$ cat src/rtl/l4cs_pkg.sv
// Shared constants, types and the one's-complement adder for the L4 checksum fill block.
// No dependencies.
package l4cs_pkg;

    localparam logic [6:0]  ETH_HDR      = 7'd14;
    localparam logic [6:0]  MIN_LEN      = 7'd34;
    localparam logic [6:0]  HDR_SUM_LO   = 7'd26;
    localparam logic [6:0]  HDR_SUM_HI   = 7'd33;
    localparam logic [6:0]  POS_VER_IHL  = 7'd14;
    localparam logic [6:0]  POS_LEN_HI   = 7'd16;
    localparam logic [6:0]  POS_LEN_LO   = 7'd17;
    localparam logic [6:0]  POS_PROTO    = 7'd23;
    localparam logic [5:0]  MIN_HLEN     = 6'd20;
    localparam logic [3:0]  IP_VERSION   = 4'd4;
    localparam logic [7:0]  PROTO_TCP    = 8'd6;
    localparam logic [7:0]  PROTO_UDP    = 8'd17;
    localparam logic [4:0]  UDP_FIELD    = 5'd6;
    localparam logic [4:0]  TCP_FIELD    = 5'd16;
    localparam logic [15:0] CSUM_ALL_ONE = 16'hffff;

    typedef struct packed {
        logic        is_udp;
        logic [15:0] checksum;
        logic [10:0] field_offset;
        logic        apply;
    } t_result;

    function automatic logic [15:0] oc_add(input logic [15:0] a, input logic [15:0] b);
        logic [16:0] s;
        s = {1'b0, a} + {1'b0, b};
        return s[15:0] + {15'd0, s[16]};
    endfunction

endpackage

$ cat src/rtl/ipv4_l4_checksum_fill.sv
// Top level of the IPv4 TCP/UDP checksum fill block: input register, per-byte
// header tracking and running sum, and the result register.
// Depends on l4cs_pkg.
//
// Usage:
//   s_axis carries one frame byte per item in tdata, Ethernet header first,
//   with tlast on the final byte. m_axis gives one result item per frame,
//   after its final byte: apply, the frame offset of the checksum high byte
//   and the checksum value in tdata, and the UDP flag in tuser.
//   Throughput: one byte per cycle, but a final byte stalls while a result
//   still waits. The accepted byte is held in an input register; the header
//   fields, the one's-complement sum and, on the final byte, the result are
//   registered from it (input register, then result register).
//   Reset clears the position, header fields, sum and both valid flags; the
//   block then waits for the first byte of a frame.
//   While a result waits on m_axis_tready, non-final bytes keep flowing; a
//   final byte waits in the input register until the result register frees.
//   Frames longer than MAX_FRAME bytes report apply = 0.
module ipv4_l4_checksum_fill #(
    parameter int MAX_FRAME = 2048
) (
    input  logic        i_clk,
    input  logic        i_rst_n,
    input  logic        s_axis_tvalid,
    output logic        s_axis_tready,
    input  logic [7:0]  s_axis_tdata,   // [7:0] data_byte
    input  logic        s_axis_tlast,   // last_byte
    output logic        m_axis_tvalid,
    input  logic        m_axis_tready,
    output logic [31:0] m_axis_tdata,   // [0] apply, [11:1] field_offset, [27:12] checksum
    output logic [0:0]  m_axis_tuser    // [0] is_udp
);

    localparam int PW = $clog2(MAX_FRAME + 1);

    logic                 r_a_valid;
    logic [7:0]           r_a_byte;
    logic                 r_a_last;
    logic                 r_out_valid;
    l4cs_pkg::t_result    r_out;

    logic [PW-1:0]        r_pos,      n_pos;
    logic [7:0]           r_vihl,     n_vihl;
    logic [15:0]          r_tlen,     n_tlen;
    logic [7:0]           r_proto,    n_proto;
    logic [15:0]          r_sum,      n_sum;
    logic                 r_too_long, n_too_long;

    logic                 w_adv;
    logic                 w_sat;
    logic [16:0]          w_p;
    logic [5:0]           w_hlen;
    logic [4:0]           w_fo;
    logic [16:0]          w_fpos;
    logic                 w_hdr_add;
    logic                 w_l4_add;
    logic [15:0]          w_val;

    logic [5:0]           w_hlen_f;
    logic [4:0]           w_fo_f;
    logic                 w_udp_f;
    logic [15:0]          w_l4len;
    logic                 w_ok;
    logic [15:0]          w_s1;
    logic [15:0]          w_s2;
    logic [15:0]          w_ck;
    l4cs_pkg::t_result    w_res;

    assign w_adv = r_a_valid && (!r_a_last || !r_out_valid || m_axis_tready);
    assign s_axis_tready = !r_a_valid || w_adv;

    always_comb begin
        w_sat  = r_pos >= PW'(MAX_FRAME);
        w_p    = 17'(r_pos);
        w_hlen = {r_vihl[3:0], 2'b00};
        w_fo   = (r_proto == l4cs_pkg::PROTO_UDP) ? l4cs_pkg::UDP_FIELD : l4cs_pkg::TCP_FIELD;
        w_fpos = 17'(l4cs_pkg::ETH_HDR) + 17'(w_hlen) + 17'(w_fo);
        w_hdr_add = (w_p >= 17'(l4cs_pkg::HDR_SUM_LO)) && (w_p <= 17'(l4cs_pkg::HDR_SUM_HI));
        w_l4_add  = (w_p >= 17'(l4cs_pkg::MIN_LEN)) && (w_hlen >= l4cs_pkg::MIN_HLEN)
                 && (r_tlen >= 16'(w_hlen))
                 && (w_p >= 17'(l4cs_pkg::ETH_HDR) + 17'(w_hlen))
                 && (w_p < 17'(r_tlen) + 17'(l4cs_pkg::ETH_HDR))
                 && (w_p != w_fpos) && (w_p != w_fpos + 17'd1);
        w_val = r_pos[0] ? {8'd0, r_a_byte} : {r_a_byte, 8'd0};

        n_pos      = w_sat ? r_pos : r_pos + PW'(1);
        n_too_long = r_too_long | w_sat;
        n_vihl     = (!w_sat && w_p == 17'(l4cs_pkg::POS_VER_IHL)) ? r_a_byte : r_vihl;
        n_tlen     = r_tlen;
        if (!w_sat && w_p == 17'(l4cs_pkg::POS_LEN_HI)) begin
            n_tlen[15:8] = r_a_byte;
        end
        if (!w_sat && w_p == 17'(l4cs_pkg::POS_LEN_LO)) begin
            n_tlen[7:0] = r_a_byte;
        end
        n_proto = (!w_sat && w_p == 17'(l4cs_pkg::POS_PROTO)) ? r_a_byte : r_proto;
        n_sum   = (!w_sat && (w_hdr_add || w_l4_add)) ? l4cs_pkg::oc_add(r_sum, w_val) : r_sum;
    end

    always_comb begin
        w_hlen_f = {n_vihl[3:0], 2'b00};
        w_udp_f  = n_proto == l4cs_pkg::PROTO_UDP;
        w_fo_f   = w_udp_f ? l4cs_pkg::UDP_FIELD : l4cs_pkg::TCP_FIELD;
        w_l4len  = n_tlen - 16'(w_hlen_f);
        w_ok = !n_too_long && (17'(n_pos) >= 17'(l4cs_pkg::MIN_LEN))
            && (n_vihl[7:4] == l4cs_pkg::IP_VERSION)
            && (w_udp_f || n_proto == l4cs_pkg::PROTO_TCP)
            && (w_hlen_f >= l4cs_pkg::MIN_HLEN) && (n_tlen >= 16'(w_hlen_f))
            && !(17'(n_tlen) + 17'(l4cs_pkg::ETH_HDR) > 17'(n_pos))
            && !(w_l4len < 16'(w_fo_f) + 16'd2);
        w_s1 = l4cs_pkg::oc_add(n_sum, {8'd0, n_proto});
        w_s2 = l4cs_pkg::oc_add(w_s1, w_l4len);
        w_ck = ~w_s2;
        if (w_ck == 16'd0 && w_udp_f) begin
            w_ck = l4cs_pkg::CSUM_ALL_ONE;
        end
        w_res = '0;
        if (w_ok) begin
            w_res.apply        = 1'b1;
            w_res.field_offset = 11'(l4cs_pkg::ETH_HDR) + 11'(w_hlen_f) + 11'(w_fo_f);
            w_res.checksum     = w_ck;
            w_res.is_udp       = w_udp_f;
        end
    end

    always_ff @(posedge i_clk) begin
        if (!i_rst_n) begin
            r_a_valid <= 1'b0;
        end else if (s_axis_tready) begin
            r_a_valid <= s_axis_tvalid;
        end
        if (s_axis_tvalid && s_axis_tready) begin
            r_a_byte <= s_axis_tdata;
            r_a_last <= s_axis_tlast;
        end
    end

    always_ff @(posedge i_clk) begin
        if (!i_rst_n) begin
            r_pos      <= '0;
            r_vihl     <= '0;
            r_tlen     <= '0;
            r_proto    <= '0;
            r_sum      <= '0;
            r_too_long <= 1'b0;
        end else if (w_adv) begin
            if (r_a_last) begin
                r_pos      <= '0;
                r_vihl     <= '0;
                r_tlen     <= '0;
                r_proto    <= '0;
                r_sum      <= '0;
                r_too_long <= 1'b0;
            end else begin
                r_pos      <= n_pos;
                r_vihl     <= n_vihl;
                r_tlen     <= n_tlen;
                r_proto    <= n_proto;
                r_sum      <= n_sum;
                r_too_long <= n_too_long;
            end
        end
    end

    always_ff @(posedge i_clk) begin
        if (!i_rst_n) begin
            r_out_valid <= 1'b0;
        end else if (w_adv && r_a_last) begin
            r_out_valid <= 1'b1;
        end else if (m_axis_tready) begin
            r_out_valid <= 1'b0;
        end
        if (w_adv && r_a_last) begin
            r_out <= w_res;
        end
    end

    assign m_axis_tvalid = r_out_valid;
    assign m_axis_tdata  = {4'd0, r_out.checksum, r_out.field_offset, r_out.apply};
    assign m_axis_tuser  = r_out.is_udp;

`ifndef SYNTH
    a_noop_zero: assert property (@(posedge i_clk) disable iff (!i_rst_n)
        (r_out_valid && !r_out.apply) |->
            (r_out.field_offset == 11'd0 && r_out.checksum == 16'd0 && !r_out.is_udp))
        else $error("no-op result carries nonzero fields");
    a_udp_nonzero: assert property (@(posedge i_clk) disable iff (!i_rst_n)
        (r_out_valid && r_out.apply && r_out.is_udp) |-> (r_out.checksum != 16'd0))
        else $error("UDP checksum of zero sent");
    a_frame_clear: assert property (@(posedge i_clk) disable iff (!i_rst_n)
        (w_adv && r_a_last) |=> (r_pos == '0 && r_sum == 16'd0 && !r_too_long))
        else $error("frame state not cleared after final byte");
    a_pos_bound: assert property (@(posedge i_clk) disable iff (!i_rst_n)
        (r_pos <= PW'(MAX_FRAME)))
        else $error("byte position past saturation");
`endif

endmodule

$ cat config.mk
export PLATFORM = sky130hd
export DESIGN_NAME = ipv4_l4_checksum_fill
export DESIGN_NICKNAME = d
export VERILOG_FILES = /design/src/rtl/l4cs_pkg.sv /design/src/rtl/ipv4_l4_checksum_fill.sv
export SDC_FILE = /design/constraint.sdc
export NUM_CORES = 1
export LEC_CHECK = 0
export ABC_AREA = 1
export BUFFER_PORTS_ARGS = -buffer_cell sky130_fd_sc_hd__buf_2
export CAP_MARGIN = 20
export CORE_AREA = 10 10 135 168
export CTS_BUF_LIST = sky130_fd_sc_hd__clkbuf_16
export CTS_CLUSTER_SIZE = 28
export DETAILED_ROUTE_END_ITERATION = 7
export DIE_AREA = 0 0 145 178
export GPL_ROUTABILITY_DRIVEN = 0
export PLACE_DENSITY = 0.72
export SYNTH_ARGS = -nofsm -noshare
export SYNTH_HDL_FRONTEND = slang
export SYNTH_SLANG_ARGS = --single-unit
$ cat constraint.sdc
create_clock -name i_clk -period 27.6 [get_ports i_clk]
set_clock_uncertainty 0.05 [all_clocks]
set_input_delay 4.14 -clock i_clk [delete_from_list [all_inputs] [get_ports i_clk]]
set_output_delay 4.14 -clock i_clk [all_outputs]
set_load 0.02 [all_outputs]
==> flow_metrics.tcl <==
set metrics [dict create \
    rows 57 \
    clk_latency_ns 0.37 \
    ir_drop_v 0.0000304 \
    synth_common_cells "503 x nand2_1, 270 x inv_1, 134 x nor2_1" \
    die_h_um 178 \
    port_buffers 38 \
    drt_iter0_drc 762 \
    yosys.cell_types.count 51 \
    nNetsFinal 1810 \
    syn-cell-area_um2 10500 \
    start_kind "register" \
    place_ws_ns 16.91 \
    max_cap_violations 0 \
    crit_family "simple AND/OR/NAND/NOR gates" \
    grt_pass1_vias 9678 \
    clock_sinks 96 \
    core_um2 19300 \
    clockRootBuffer "clkbuf_16" \
    initial_core_util_pct 54.4 \
    vias_per_cell 5.26 \
    cts_tree "built" \
    tns_ns 0 \
    slew_headroom_pct 32.4 \
    grt_pass1_wl_mm 46.2 \
    synth.most_common_cell "nand2_1" \
    netlist_instances 1674 \
    cp.required_ns 27.77 \
    period_share_pct 39.0 \
    cp_slowest_cell "nand4_1" \
    cts_setup_buffers 0 \
    synth-seq-area-share_pct 21.4 \
    drive_gt1_share_pct 7.47 \
    diodes 0 \
    cts_buffers 9 \
    finalInstanceArea_um2 11100 \
    critPathKind "register to register" \
    synth_area_per_cell_um2 6.28 \
    h-tree-depth 3 \
    fmax_ghz 0.0929 \
    hold_viol_final 0 \
    dp.final_hpwl_mm 22.6 \
    dominantRegCellSynth "dfxtp_1" \
    setup_viol 0 \
    synth.area.top_cells "nand2_1 18%, dfxtp_1 12%, ha_1 12%" \
    timing.final.crit_period_ns 10.76 \
    synth.top_cell.area_share_pct 18.0 \
    die_w_um 145 \
    grt_start_max_net_pins 60 \
    crit_top_cell "nand2_1" \
    p_total_mw 0.295 \
    hold_buffers 0 \
    grt_use_total_pct 21.4 \
    cts_resized 0 \
    die-area_um2 25800 \
    vias 10300 \
    path_buf_inv 5 \
    path_clk_slew_ns 0.07 \
    worst_pin_slew_ns 1.01 \
    antenna_left 0 \
    io_pins 48 \
    async_reset_ff_share_pct 0 \
    cp.arrival_ns 10.93 \
    synth.largest_area_cell "nand2_1" \
    routedWlPerCell_um 14.2 \
    placed_area_um2 10900 \
    grt-ovfl-total 0 \
    ys_warn_count 0 \
    slew_violations 0 \
    clockBufferDepth 2 \
    hp-class "register to register" \
    synth_edf_count 33 \
    drtPass1Iterations 5 \
    critPathCaptureType "register" \
    routed_wl_mm 27.9 \
    power.leakage_nw 5.79 \
    area_growth_pct 6.08 \
    worst-path-max-fanout 26 \
    max_stage_delay_ns 0.51 \
    rsz0062_at_grt "false" \
    setup_ws_ns 16.84 \
    outcome "finished, final reports clean" \
    post-route-drc-count 0 \
    antenna_found_initial 0 \
    p_per_area_nw_per_um2 26.4 \
    ys_seq_elements 96 \
]
==> cell families after synthesis <==
group           synth area share, %
compound gates                 11.3
xor+xnor                       6.58
fa+ha+maj                      12.6
buf+inv                        12.2
flops                          21.4
other cells                  0.0357
simple gates                   35.9
==> layout by cell type (no fill, tap or decap), types with 9 or more instances in the layout <==
cell type / n
ha_1: 98
a21oi_1: 112
clkbuf_16: 9
xnor2_1: 17
inv_1: 271
conb_1: 9
nor2_1: 133
nor3_1: 24
o21ai_0: 46
xor2_1: 62
dfxtp_1: 63
buf_2: 38
nand3_1: 118
nand2_1: 502
nand4_1: 31
nor2_2: 30
edfxtp_1: 33
==> area by class of cell <==
class / instances / area [um^2]
clock buffer: 9 / 225
clock inverter: 7 / 61.3
fill: 1898 / 8180
inverter: 278 / 1050
multi-input combinational: 1268 / 7020
sequential: 96 / 2250
tap: 265 / 332
timing repair buffer: 41 / 213
==> worst min-delay path: stages (launching register included) <==
cell	delay (ns)
dfxtp_1	0.31
nand2_1	0.06
a21oi_1	0.05
==> per-stage QoR <==
stage | instances | util [%] | hold slack (ns)
after CTS | 1964 | 57.7 | 0.419
after floorplan | 1682 | - | 0.382
after detailed placement | 1948 | 56.2 | 0.407
final | 1964 | 57.7 | 0.419
after global placement | 1948 | 56.2 | 0.398
after global routing | 1964 | 57.7 | 0.442
==> sequential cells by signal (all words and copies together) (netlist names) <==
| register | count |
|---|---|
| r_sum | 16 |
| r_proto | 8 |
| r_tlen | 16 |
| m_axis_tdata | 23 |
| r_a_byte | 8 |
| r_too_long | 1 |
| m_axis_tuser | 1 |
| m_axis_tvalid | 1 |
| r_vihl | 8 |
| r_a_last | 1 |
| r_a_valid | 1 |
| r_pos | 12 |
==> report_power, final <==
| part | switching (mW) | total (mW) | internal [mW] |
|---|---|---|---|
| clock | 0.0621 | 0.125 | 0.0633 |
| sequential | 0.00218 | 0.149 | 0.147 |
| combinational | 0.0154 | 0.0201 | 0.00467 |
==> worst paths after layout <==
| check | startpoint | endpoint | slack [ns] | depth (start not counted) |
|---|---|---|---|---|
| min reg2reg | r_vihl[5] | r_vihl[5] | 0.42 | 2 |
| max reg2reg | r_vihl[0] | m_axis_tdata[17] | 16.84 | 64 |
| min | r_vihl[5] | r_vihl[5] | 0.42 | 2 |
| max | r_vihl[0] | m_axis_tdata[17] | 16.84 | 64 |
==> per-layer routing <==
layer  vias up  global-route usage, %  share of wire, %
li1       5371                      -                 -
met1      4620                   26.0                45
met5         -                      0                 0
met4         0                   9.08               3.2
met2       291                   37.5                47
met3        52                   2.74               5.3
(Power assumes the default switching activity.)
